**config.mk**
```make
export PLATFORM = sky130hd
export DESIGN_NAME = hsv_color_blob_bounding_box_unit
export DESIGN_NICKNAME = d
export VERILOG_FILES = /design/src/design/hbb_pkg.sv /design/src/design/hbb_ctrl.sv /design/src/design/hbb_datapath.sv /design/src/design/hsv_color_blob_bounding_box_unit.sv
export SDC_FILE = /design/constraint.sdc
export NUM_CORES = 1
export LEC_CHECK = 0
export BUFFER_PORTS_ARGS = -buffer_cell sky130_fd_sc_hd__clkbuf_2
export CORE_UTILIZATION = 63
export DETAILED_ROUTE_END_ITERATION = 16
export GPL_TIMING_DRIVEN = 0
export PLACE_DENSITY = 0.82
export SLEW_MARGIN = 20
export SYNTH_ARGS = -nofsm -noshare
export SYNTH_HDL_FRONTEND = slang
export SYNTH_HIERARCHICAL = 1
export SYNTH_SLANG_ARGS = --single-unit
```
**constraint.sdc**
```tcl
create_clock -name aclk -period 14.8 [get_ports aclk]
set_clock_uncertainty 0.1 [all_clocks]
set_input_delay 3.7 -clock aclk [delete_from_list [all_inputs] [get_ports aclk]]
set_output_delay 3.7 -clock aclk [all_outputs]
set_load 0.02 [all_outputs]
```
**src/design/hbb_pkg.sv**
```systemverilog
package hbb_pkg;

    localparam int PIX_W   = 16;
    localparam int COUNT_W = 24;
    localparam int BOX_W   = 12;
    localparam int CFG_W   = 24;
    localparam int IDX_W   = 3;
    localparam int NUM_W   = 24;
    localparam int DIV_STEPS = NUM_W;
    localparam int DCNT_W  = 5;

    localparam int DEF_MAX_WIDTH  = 4096;
    localparam int DEF_MAX_HEIGHT = 4096;

    localparam logic [COUNT_W-1:0] COUNT_MAX = 24'hFFFFFF;
    localparam logic [NUM_W-1:0]   HUE_UNIT  = 24'd7680;
    localparam logic [NUM_W-1:0]   HUE_FULL  = 24'd46080;
    localparam logic [NUM_W-1:0]   HUE_GREEN = 24'd15360;
    localparam logic [NUM_W-1:0]   HUE_BLUE  = 24'd30720;

    localparam logic [7:0]  RST_STRIDE    = 8'd4;
    localparam logic [23:0] RST_MIN_COUNT = 24'd20;
    localparam logic [7:0]  RST_HUE_LOW   = 8'd50;
    localparam logic [7:0]  RST_HUE_HIGH  = 8'd88;
    localparam logic [8:0]  RST_SAT_MIN   = 9'd79;
    localparam logic [7:0]  RST_VALUE_MIN = 8'd51;
    localparam logic [12:0] RST_WIDTH     = 13'd320;

    typedef enum logic [IDX_W-1:0] {
        REG_STRIDE    = 3'd0,
        REG_MIN_COUNT = 3'd1,
        REG_HUE_LOW   = 3'd2,
        REG_HUE_HIGH  = 3'd3,
        REG_SAT_MIN   = 3'd4,
        REG_VALUE_MIN = 3'd5,
        REG_WIDTH     = 3'd6
    } reg_idx_t;

    typedef struct packed {
        logic load;
        logic prep;
        logic div_step;
        logic update;
        logic report;
    } hbb_cmd_t;

    typedef struct packed {
        logic cand;
        logic last;
        logic out_full;
    } hbb_sts_t;

endpackage

```
**src/design/hbb_ctrl.sv**
```systemverilog
module hbb_ctrl
    import hbb_pkg::*;
(
    input  logic     aclk,
    input  logic     aresetn,
    input  logic     s_valid,
    output logic     s_ready,
    output hbb_cmd_t cmd,
    input  hbb_sts_t sts
);

    typedef enum logic [2:0] {
        ST_IDLE,
        ST_PREP,
        ST_DIV,
        ST_UPDATE,
        ST_REPORT
    } state_t;

    state_t state_reg, state_next;
    logic [DCNT_W-1:0] dcnt_reg, dcnt_next;

    always_comb begin
        state_next = state_reg;
        dcnt_next  = dcnt_reg;
        case (state_reg)
            ST_IDLE: begin
                if (s_valid) state_next = ST_PREP;
            end
            ST_PREP: begin
                dcnt_next  = '0;
                state_next = sts.cand ? ST_DIV : ST_UPDATE;
            end
            ST_DIV: begin
                dcnt_next = dcnt_reg + DCNT_W'(1);
                if (dcnt_reg == DCNT_W'(DIV_STEPS - 1)) state_next = ST_UPDATE;
            end
            ST_UPDATE: begin
                state_next = sts.last ? ST_REPORT : ST_IDLE;
            end
            ST_REPORT: begin
                if (!sts.out_full) state_next = ST_IDLE;
            end
            default: state_next = ST_IDLE;
        endcase
    end

    always_ff @(posedge aclk) begin
        if (!aresetn) begin
            state_reg <= ST_IDLE;
            dcnt_reg  <= '0;
        end else begin
            state_reg <= state_next;
            dcnt_reg  <= dcnt_next;
        end
    end

    assign s_ready      = (state_reg == ST_IDLE);
    assign cmd.load     = (state_reg == ST_IDLE) && s_valid;
    assign cmd.prep     = (state_reg == ST_PREP);
    assign cmd.div_step = (state_reg == ST_DIV);
    assign cmd.update   = (state_reg == ST_UPDATE);
    assign cmd.report   = (state_reg == ST_REPORT) && !sts.out_full;

endmodule

```
**src/design/hbb_datapath.sv**
```systemverilog
module hbb_datapath
    import hbb_pkg::*;
#(
    parameter int MAX_WIDTH  = DEF_MAX_WIDTH,
    parameter int MAX_HEIGHT = DEF_MAX_HEIGHT
) (
    input  logic               aclk,
    input  logic               aresetn,
    input  hbb_cmd_t           cmd,
    output hbb_sts_t           sts,
    input  logic               cfg_valid,
    input  logic [IDX_W-1:0]   cfg_index,
    input  logic [CFG_W-1:0]   cfg_data,
    input  logic [PIX_W-1:0]   s_pixel_rgb565,
    input  logic               s_frame_end,
    output logic               m_valid,
    input  logic               m_ready,
    output logic               m_detected,
    output logic [COUNT_W-1:0] m_match_count,
    output logic [BOX_W-1:0]   m_box_left,
    output logic [BOX_W-1:0]   m_box_top,
    output logic [BOX_W-1:0]   m_box_right,
    output logic [BOX_W-1:0]   m_box_bottom
);

    localparam int CW = $clog2(MAX_WIDTH);
    localparam int RW = $clog2(MAX_HEIGHT);
    localparam logic [13:0] MAXW = 14'(MAX_WIDTH);
    localparam logic [13:0] MAXH = 14'(MAX_HEIGHT);

    // configuration
    logic [7:0]  stride_reg, hue_low_reg, hue_high_reg, value_min_reg;
    logic [23:0] min_count_reg;
    logic [8:0]  sat_min_reg;
    logic [12:0] width_reg;

    always_ff @(posedge aclk) begin
        if (!aresetn) begin
            stride_reg    <= RST_STRIDE;
            min_count_reg <= RST_MIN_COUNT;
            hue_low_reg   <= RST_HUE_LOW;
            hue_high_reg  <= RST_HUE_HIGH;
            sat_min_reg   <= RST_SAT_MIN;
            value_min_reg <= RST_VALUE_MIN;
            width_reg     <= RST_WIDTH;
        end else if (cfg_valid) begin
            case (cfg_index)
                REG_STRIDE:    stride_reg    <= cfg_data[7:0];
                REG_MIN_COUNT: min_count_reg <= cfg_data[23:0];
                REG_HUE_LOW:   hue_low_reg   <= cfg_data[7:0];
                REG_HUE_HIGH:  hue_high_reg  <= cfg_data[7:0];
                REG_SAT_MIN:   sat_min_reg   <= cfg_data[8:0];
                REG_VALUE_MIN: value_min_reg <= cfg_data[7:0];
                REG_WIDTH:     width_reg     <= cfg_data[12:0];
                default: ;
            endcase
        end
    end

    // raster position and sampling phases
    logic [CW-1:0] col_reg, cur_col_reg;
    logic [RW-1:0] row_reg, cur_row_reg;
    logic [7:0]    col_ph_reg, row_ph_reg;
    logic [PIX_W-1:0] pix_reg;
    logic last_reg, samp_reg;

    logic [13:0] width_eff;
    logic        row_wrap;
    logic [8:0]  col_ph_inc, row_ph_inc;
    logic [7:0]  col_ph_next, row_ph_next;

    always_comb begin
        width_eff   = ({1'b0, width_reg} > MAXW) ? MAXW : {1'b0, width_reg};
        row_wrap    = (14'(col_reg) + 14'd1) >= width_eff;
        col_ph_inc  = {1'b0, col_ph_reg} + 9'd1;
        row_ph_inc  = {1'b0, row_ph_reg} + 9'd1;
        col_ph_next = (col_ph_inc >= {1'b0, stride_reg}) ? 8'd0 : col_ph_inc[7:0];
        row_ph_next = (row_ph_inc >= {1'b0, stride_reg}) ? 8'd0 : row_ph_inc[7:0];
    end

    // classification
    logic [7:0] r8, g8, b8, mx, mn, dd, hp, hq;
    logic [NUM_W-1:0] hbase;
    logic cand_now, red_max;

    always_comb begin
        r8 = {pix_reg[15:11], pix_reg[15:13]};
        g8 = {pix_reg[10:5], pix_reg[10:9]};
        b8 = {pix_reg[4:0], pix_reg[4:2]};
        mx = r8;
        mn = r8;
        if (g8 > mx) mx = g8;
        if (b8 > mx) mx = b8;
        if (g8 < mn) mn = g8;
        if (b8 < mn) mn = b8;
        dd = mx - mn;
        cand_now = samp_reg && (dd != 8'd0)
                   && ({1'b0, dd, 8'd0} >= 17'(sat_min_reg) * 17'(mx))
                   && (mx >= value_min_reg);
        red_max = 1'b0;
        if (mx == g8) begin
            hp = b8; hq = r8; hbase = HUE_GREEN;
        end else if (mx == r8) begin
            hp = g8; hq = b8; hbase = HUE_FULL; red_max = 1'b1;
        end else begin
            hp = r8; hq = g8; hbase = HUE_BLUE;
        end
    end

    // divider: numerator shifts out, quotient shifts in
    logic [NUM_W-1:0] num_reg;
    logic [7:0]       rem_reg, d_reg;
    logic             red_reg, cand_reg;
    logic [8:0]       rem_sh;
    logic             qbit;

    always_comb begin
        rem_sh = {rem_reg, num_reg[NUM_W-1]};
        qbit   = rem_sh >= {1'b0, d_reg};
    end

    // hue window
    logic [NUM_W-1:0] hue_q;
    logic lo_ok, hi_ok, hue_ok, hit;

    always_comb begin
        hue_q = num_reg;
        if (red_reg && (hue_q >= HUE_FULL)) hue_q = hue_q - HUE_FULL;
        lo_ok  = hue_q >= {8'd0, hue_low_reg, 8'd0};
        hi_ok  = hue_q <= {8'd0, hue_high_reg, 8'd0};
        hue_ok = (hue_low_reg <= hue_high_reg) ? (lo_ok && hi_ok) : (lo_ok || hi_ok);
        hit    = cand_reg && hue_ok;
    end

    // frame accumulators
    logic [COUNT_W-1:0] count_reg;
    logic [CW-1:0] min_col_reg, max_col_reg;
    logic [RW-1:0] min_row_reg, max_row_reg;
    logic any_reg, out_full_reg, det;

    assign det = any_reg && (count_reg >= min_count_reg);

    always_ff @(posedge aclk) begin
        if (!aresetn) begin
            col_reg     <= '0;
            row_reg     <= '0;
            col_ph_reg  <= '0;
            row_ph_reg  <= '0;
            count_reg   <= '0;
            min_col_reg <= '1;
            min_row_reg <= '1;
            max_col_reg <= '0;
            max_row_reg <= '0;
            any_reg     <= 1'b0;
            out_full_reg <= 1'b0;
        end else begin
            if (cmd.load) begin
                if (row_wrap) begin
                    col_reg    <= '0;
                    col_ph_reg <= '0;
                    if ((14'(row_reg) + 14'd1) < MAXH) row_reg <= row_reg + RW'(1);
                    row_ph_reg <= row_ph_next;
                end else begin
                    col_reg    <= col_reg + CW'(1);
                    col_ph_reg <= col_ph_next;
                end
            end
            if (cmd.update && hit) begin
                if (count_reg != COUNT_MAX) count_reg <= count_reg + COUNT_W'(1);
                if (!any_reg || cur_col_reg < min_col_reg) min_col_reg <= cur_col_reg;
                if (!any_reg || cur_col_reg > max_col_reg) max_col_reg <= cur_col_reg;
                if (!any_reg || cur_row_reg < min_row_reg) min_row_reg <= cur_row_reg;
                if (!any_reg || cur_row_reg > max_row_reg) max_row_reg <= cur_row_reg;
                any_reg <= 1'b1;
            end
            if (cmd.report) begin
                out_full_reg <= 1'b1;
                col_reg     <= '0;
                row_reg     <= '0;
                col_ph_reg  <= '0;
                row_ph_reg  <= '0;
                count_reg   <= '0;
                min_col_reg <= '1;
                min_row_reg <= '1;
                max_col_reg <= '0;
                max_row_reg <= '0;
                any_reg     <= 1'b0;
            end else if (m_ready) begin
                out_full_reg <= 1'b0;
            end
        end
    end

    // payload registers
    always_ff @(posedge aclk) begin
        if (cmd.load) begin
            pix_reg     <= s_pixel_rgb565;
            last_reg    <= s_frame_end;
            samp_reg    <= (col_ph_reg == 8'd0) && (row_ph_reg == 8'd0);
            cur_col_reg <= col_reg;
            cur_row_reg <= row_reg;
        end
        if (cmd.prep) begin
            cand_reg <= cand_now;
            red_reg  <= red_max;
            d_reg    <= dd;
            rem_reg  <= '0;
            num_reg  <= hbase * NUM_W'(dd) + HUE_UNIT * NUM_W'(hp) - HUE_UNIT * NUM_W'(hq);
        end
        if (cmd.div_step) begin
            rem_reg <= qbit ? 8'(rem_sh - {1'b0, d_reg}) : rem_sh[7:0];
            num_reg <= {num_reg[NUM_W-2:0], qbit};
        end
        if (cmd.report) begin
            m_detected    <= det;
            m_match_count <= det ? count_reg : '0;
            m_box_left    <= det ? BOX_W'(min_col_reg) : '0;
            m_box_top     <= det ? BOX_W'(min_row_reg) : '0;
            m_box_right   <= det ? BOX_W'(max_col_reg) : '0;
            m_box_bottom  <= det ? BOX_W'(max_row_reg) : '0;
        end
    end

    assign m_valid      = out_full_reg;
    assign sts.cand     = cand_now;
    assign sts.last     = last_reg;
    assign sts.out_full = out_full_reg;

endmodule

```
**src/design/hsv_color_blob_bounding_box_unit.sv**
```systemverilog
// channel   dir  signals                                   beat
// s_        in   s_valid s_ready s_pixel_rgb565 s_frame_end  one pixel
// m_        out  m_valid m_ready m_detected m_match_count    one frame report
//                m_box_left m_box_top m_box_right m_box_bottom
// cfg_      in   cfg_valid cfg_ready cfg_index cfg_data      one register write
// a pixel outside the sampling grid or failing the gray, saturation or value
// tests passes the load, prep and update states; a candidate pixel also runs the
// 24-step restoring hue divider after prep. a frame-end pixel adds a report state.
// reset is synchronous, active low; cfg registers return to defaults, frame cleared.
// the report sits in an output register, so pixels keep flowing while m_ready is low
// until the next frame end needs that register.
module hsv_color_blob_bounding_box_unit
    import hbb_pkg::*;
#(
    parameter int MAX_WIDTH  = DEF_MAX_WIDTH,
    parameter int MAX_HEIGHT = DEF_MAX_HEIGHT
) (
    input  logic               aclk,
    input  logic               aresetn,
    input  logic               cfg_valid,
    output logic               cfg_ready,
    input  logic [IDX_W-1:0]   cfg_index,
    input  logic [CFG_W-1:0]   cfg_data,
    input  logic               s_valid,
    output logic               s_ready,
    input  logic [PIX_W-1:0]   s_pixel_rgb565,
    input  logic               s_frame_end,
    output logic               m_valid,
    input  logic               m_ready,
    output logic               m_detected,
    output logic [COUNT_W-1:0] m_match_count,
    output logic [BOX_W-1:0]   m_box_left,
    output logic [BOX_W-1:0]   m_box_top,
    output logic [BOX_W-1:0]   m_box_right,
    output logic [BOX_W-1:0]   m_box_bottom
);

    hbb_cmd_t cmd;
    hbb_sts_t sts;

    assign cfg_ready = 1'b1;

    hbb_ctrl u_ctrl (
        .aclk    (aclk),
        .aresetn (aresetn),
        .s_valid (s_valid),
        .s_ready (s_ready),
        .cmd     (cmd),
        .sts     (sts)
    );

    hbb_datapath #(
        .MAX_WIDTH  (MAX_WIDTH),
        .MAX_HEIGHT (MAX_HEIGHT)
    ) u_dp (
        .aclk           (aclk),
        .aresetn        (aresetn),
        .cmd            (cmd),
        .sts            (sts),
        .cfg_valid      (cfg_valid),
        .cfg_index      (cfg_index),
        .cfg_data       (cfg_data),
        .s_pixel_rgb565 (s_pixel_rgb565),
        .s_frame_end    (s_frame_end),
        .m_valid        (m_valid),
        .m_ready        (m_ready),
        .m_detected     (m_detected),
        .m_match_count  (m_match_count),
        .m_box_left     (m_box_left),
        .m_box_top      (m_box_top),
        .m_box_right    (m_box_right),
        .m_box_bottom   (m_box_bottom)
    );

`ifndef ASSERT_OFF
    a_one_pixel: assert property (@(posedge aclk) disable iff (!aresetn)
        s_valid && s_ready |=> !s_ready)
        else $error("pixel accepted while previous still in work");

    a_no_overwrite: assert property (@(posedge aclk) disable iff (!aresetn)
        cmd.report |-> !m_valid)
        else $error("report overwrote a pending result");

    a_div_busy: assert property (@(posedge aclk) disable iff (!aresetn)
        cmd.div_step |-> !s_ready && !cmd.update)
        else $error("divider stepping outside its window");

    a_report_rise: assert property (@(posedge aclk) disable iff (!aresetn)
        $rose(m_valid) |-> $past(cmd.report))
        else $error("result appeared without a report");
`endif

endmodule

```
### After elaboration in Yosys (flattened, before gate mapping)

Cells that the tools add are included.
W data, S select, Z words.

| cells by class | value |
|---|---|
| $add $sub $neg | 13 |
| multipliers | 4 |
| order comparisons | 21 |
| eq/ne operators | 17 |
| multiplexer cells | 32 |
| bitwise gates (word level) | 1 |
| reduce and logical (&&, ||, !) cells | 41 |

Operator list:

| cell | count |
|---|---|
| $mux W8 | 14 |
| $mux W24 | 4 |
| $ge A9 B8 Y1 | 3 |
| $add A12 B1 Y13 const B | 2 |
| $reduce_and A2 Y1 | 13 |
| $add A12 B1 Y12 const B | 2 |
| $add A24 B1 Y24 const B | 1 |
| $add A24 B21 Y24 | 1 |
| $ge A24 B16 Y1 | 1 |
| $ge A24 B16 Y1 const B | 1 |
| $ge A24 B24 Y1 | 1 |
| $gt A12 B12 Y1 | 2 |
| $le A24 B16 Y1 | 1 |
| $lt A12 B12 Y1 | 2 |
| $mul A24 B8 Y24 | 1 |
| $mul A4 B8 Y12 const A | 2 |
| $ne A24 B24 Y1 const B | 1 |
| $sub A24 B16 Y24 const B | 1 |
| $sub A24 B21 Y24 | 1 |
| $add A8 B1 Y9 const B | 2 |
| $ge A16 B17 Y1 | 1 |
| $mul A9 B8 Y17 | 1 |
| $eq A8 B8 Y1 | 2 |
| $gt A8 B8 Y1 | 2 |
| other kinds (31) | 67 |

| storage, ports and cells | value |
|---|---|
| bits in registers | 357 |
| output and inout port bits | 76 |
| word-level logic and storage cells | 165 |

### Logic depth before layout (Yosys ltp)

| depth | value |
|---|---|
| word-level depth | 12 |
| depth in mapped cells | 52 |

### Modules after synthesis

The synthesis kept the hierarchy.

By module, submodules not included:

| module | instances | cells each | area each (um^2) | seq. area each (um^2) |
|---|---|---|---|---|
| hbb_datapath | 1 | 2740 | 25473.2 | 8558.2 |
| hbb_ctrl | 1 | 57 | 476.7 | 160.2 |
| hsv_color_blob_bounding_box_unit | 1 | 2 | 11.3 | 0.0 |

### Worst setup path after synthesis

OpenSTA, ideal clock, no wires.

| timing | value |
|---|---|
| path type | reg-to-reg |
| start point | reg u_dp.pix_reg[13] |
| end point | reg u_dp.num_reg[23] (data pin) |
| setup time | 0.260 ns |
| arrival time | 11.220 ns |
| data required time | 14.440 ns |
| setup slack | 3.220 ns |
| cell stages (with the launch flop) | 50 |
| period minus slack after synthesis | 11.580 ns |
| cells stage by stage | edfxtp_1 clkbuf_1 inv_1 ha_1 a21oi_1 o21ai_1 nand2_1 o21ai_1 buf_2 and2_1 a21oi_1 ha_1 nor2b_1 o211a_1 o21ai_4 a21oi_1 a311o_1 a22o_1 [... 14 more ...] xnor2_1 fa_1 fa_1 fa_1 inv_1 fa_1 inv_1 fa_1 inv_1 ha_1 a21o_1 a21oi_1 a21boi_0 o21bai_1 a21oi_1 o21ai_0 xnor2_1 mux2_2 |

| on the way | value |
|---|---|
| longest elaborated chain between the ends | 12 |

Ends and longest elaborated chain:

| what | RTL line | RTL |
|---|---|---|
| from (decl) | hbb_datapath.sv:64 | `logic [PIX_W-1:0] pix_reg;` |
| from (signal assigned) | hbb_datapath.sv:197 | `pix_reg <= s_pixel_rgb565;` |
| branches (longest 9 deep; another with $mul A24 B8 Y24) | -- |  |
| $sub A24 B21 Y24 * | hbb_datapath.sv:208 | `num_reg <= hbase * NUM_W'(dd) + HUE_UNIT * NUM_W'(hp) - HUE_UNIT * NUM_W'(hq);` |
| $mux W24 * | hbb_datapath.sv:203 | `if (cmd.prep) begin` |
| $mux W24 * | hbb_datapath.sv:210 | `if (cmd.div_step) begin` |
| to (signal assigned) | hbb_datapath.sv:208 |  |
| to (signal assigned) | hbb_datapath.sv:212 | `num_reg <= {num_reg[NUM_W-2:0], qbit};` |
| to (decl) | hbb_datapath.sv:111 | `logic [NUM_W-1:0] num_reg;` |

Every way passes the cells marked *. The select of a mux whose other input is x is not followed.
A chain may end at the register's enable or synchronous reset.

### Final worst setup path

Ends and elaborated chain as after synthesis.

==> metrics <==
fin crit period 13.50 ns; initial DRC count 1,385; data arrival time of the critical path 13.71 ns; GRT Overall Usage 30.7%; initial antenna violation count 0; signed area change from the synthesized netlist to the final layout 9.92%; run status finished, final reports clean; worst-path fanout max 10; initial core utilization 64.6%; insertion delay to the later sink of the worst-skew pair 0.57 ns; post-synth cell types 96; total die area 0.0420 mm^2; DRC errors left 0; Clock Sinks 357; fraction of final layout cells with drive strength greater than 1 8.48%; number of top-level pins 125; Inst Count DP 3,448; fraction of the yosys area taken by sequential cells 33.6%; maximum number of pins on one net before global-route repair 33; quantity of I/O buffers inserted on ports 121; placed wire-length estimate 48.2 mm; total setup violations reported at the end of the flow 0; number of global-route vias before repair 21,168; primary flip-flop cell chosen by synthesis mapping sky130_fd_sc_hd__dfxtp_1; max cap viols 0; Die Span Y 205 um; share of Yosys cell area claimed by the top area cell type 18.2%; number of optimization iterations in the first detailed-route pass 6; Routability Congestion 0.964; setup repair after global routing missed its margin false; WP data required 15.01 ns; Setup crit end kind flop; mean routed wirelength per cell 17.8 um; actual transition at the worst max-transition pin 1.21 ns; net count of the finished layout 3,426; launching instance or port of the critical path u_dp/pix_reg[13]; Net Count, Synth 3,261; start point of the worst hold path u_dp/width_reg[2]; YS warnings 6; Synth Area per Inst 9.28 um^2; count of placed standard cells in the final layout, fillers left out 3,519; Max Slew Vio Count 0; most common cell type on the critical path sky130_fd_sc_hd__fa_1; maximum clock insertion buffer count 3; launch instance of the worst register-to-register path u_dp/pix_reg[13]; critical setup path kind flop to flop; critical path's largest stage delay 0.56 ns; final std cell area, no fill 0.0285 mm^2; crit start category flop; routed via count divided by cell count 5.93; Post-CTS Resized 0; CTS Buf Count 39; clock tree from TritonCTS built; share of synthesized registers carrying an async set or reset 0%; number of register bits inferred by synthesis 357; cell type contributing the most total cell area after synthesis sky130_fd_sc_hd__edfxtp_1; width of the chip 205 um; number of filler instances in the final layout 3,055; ant diodes 0; post-detailed-routing wire length 62.7 mm; Max Clock Freq 0.0740 GHz; cell at the root of the clock tree sky130_fd_sc_hd__clkbuf_16; post-CTS setup buffer count 0; Cell Area, Placed 0.0273 mm^2; total standard cell area after synthesis 0.0260 mm^2; count of mapped cells out of synthesis 2,799; number of hold violations in the final report 0; most common cell after layout, fill and taps aside sky130_fd_sc_hd__nand2_1; number of nets with antenna violations after routing 0; via count 20,872; count of hold-fix buffers inserted at cts 0; row count 73; cell with the biggest individual delay on the critical path sky130_fd_sc_hd__a31oi_1; level count of the clock H-tree 2; Area contributors post-synth sky130_fd_sc_hd__edfxtp_1 (18%), sky130_fd_sc_hd__dfxtp_1 (15%), sky130_fd_sc_hd__ha_1 (15%), sky130_fd_sc_hd__fa_1 (8.5%), sky130_fd_sc_hd__nand2_1 (4.8%); Layout Utilization 71.0%; Tcrit/Tclk final 91.2%; Core Area 0.0402 mm^2; clk slew on worst S/H paths 0.06 ns; leading cell types in the layout, fill and taps excluded sky130_fd_sc_hd__nand2_1 (332), sky130_fd_sc_hd__inv_1 (325), sky130_fd_sc_hd__ha_1 (303); accumulated negative setup slack 0 ns; Remaining Overflow, GRT 0; first-pass GRT wire length 104 mm; worst min-delay path category flop to flop; Post-synth EDFFs 157; max-slew headroom at the worst pin 19.3%
-- metrics by stage --
stage | setup WS [ns] | hold slack (ns)
2_1_floorplan | 3.22 | 0.336
3_3_place_gp | 1.76 | 0.353
3_5_place_dp | 1.56 | 0.357
4_1_cts | 1.46 | 0.366
5_1_grt | 0.494 | 0.384
6_report | 1.30 | 0.362
-- kinds of logic after synthesis --
family	synth area share [%]
buf+inv	6.47
other cells	0.0144
xor+xnor	3.40
simple gates	16.8
fa+ha+maj	23.1
flops	33.6
mux	1.64
compound gates	15.0
-- synth_stat cells (5+ instances only) --
cell and count:
sky130_fd_sc_hd__or3_1 14, sky130_fd_sc_hd__a21oi_1 158, sky130_fd_sc_hd__nor4_1 13, sky130_fd_sc_hd__nor2b_1 31, sky130_fd_sc_hd__or4_1 7, sky130_fd_sc_hd__nor2_1 128, sky130_fd_sc_hd__a311o_1 5, sky130_fd_sc_hd__nand2b_1 25
sky130_fd_sc_hd__buf_4 10, sky130_fd_sc_hd__o21ai_0 94, sky130_fd_sc_hd__fa_1 110, sky130_fd_sc_hd__a21boi_0 66, sky130_fd_sc_hd__a31oi_1 20, sky130_fd_sc_hd__and2_1 125, sky130_fd_sc_hd__o21a_1 34, sky130_fd_sc_hd__a211oi_1 15
sky130_fd_sc_hd__o21ai_1 6, sky130_fd_sc_hd__nand4_1 38, sky130_fd_sc_hd__edfxtp_1 157, sky130_fd_sc_hd__o211a_1 5, sky130_fd_sc_hd__nand4b_1 12, sky130_fd_sc_hd__clkbuf_1 71, sky130_fd_sc_hd__and3_1 21, sky130_fd_sc_hd__xnor2_1 52
sky130_fd_sc_hd__and4_1 5, sky130_fd_sc_hd__nand2_1 332, sky130_fd_sc_hd__mux2_2 12, sky130_fd_sc_hd__inv_1 325, sky130_fd_sc_hd__buf_1 5, sky130_fd_sc_hd__nand3b_1 8, sky130_fd_sc_hd__mux2i_1 29, sky130_fd_sc_hd__xor2_1 47
sky130_fd_sc_hd__ha_1 303, sky130_fd_sc_hd__o21bai_1 8, sky130_fd_sc_hd__o211ai_1 50, sky130_fd_sc_hd__a21o_1 53, sky130_fd_sc_hd__nand3_1 58, sky130_fd_sc_hd__o31ai_1 11, sky130_fd_sc_hd__dfxtp_1 200, sky130_fd_sc_hd__nor3_1 25
sky130_fd_sc_hd__buf_2 15
-- worst max-delay path, delay by kind of cell (launching register included) --
kind / cells / cell delay, ns
xor+xnor: 2 / 0.30
compound gates: 17 / 3.66
simple gates: 7 / 1.04
fa+ha+maj: 11 / 5.14
buf+inv: 11 / 1.96
mux: 2 / 0.65
flops: 1 / 0.37
-- final timing paths --
check                      end  slack [ns]  depth (start not counted)
min          u_dp/width_reg[2]        0.36                          2
min reg2reg  u_dp/width_reg[2]        0.36                          2
max           u_dp/num_reg[23]        1.30                         50
max reg2reg   u_dp/num_reg[23]        1.30                         50
-- final cells by class --
class / instances / area [um^2] / area share, %
buffer: 102 / 447 / 1.57
clock buffer: 58 / 1070 / 3.75
clock inverter: 13 / 158 / 0.552
inverter: 328 / 1230 / 4.32
multi-input combinational: 2012 / 15600 / 54.6
sequential: 357 / 8720 / 30.6
tap: 525 / 657 / 2.30
timing repair buffer: 124 / 666 / 2.33
-- layer usage --
layer  part of all wire (%)  GRT usage [%]  routed length, um
met4                    3.4           12.6               2120
met5                      0              0                  0
met3                    6.2           4.47               3920
met1                     40           36.7              25400
met2                     50           54.9              31300
Power is left out: the tool's default activity adds up to more than one toggle a clock period on the data nets, which glitch-free logic cannot reach.
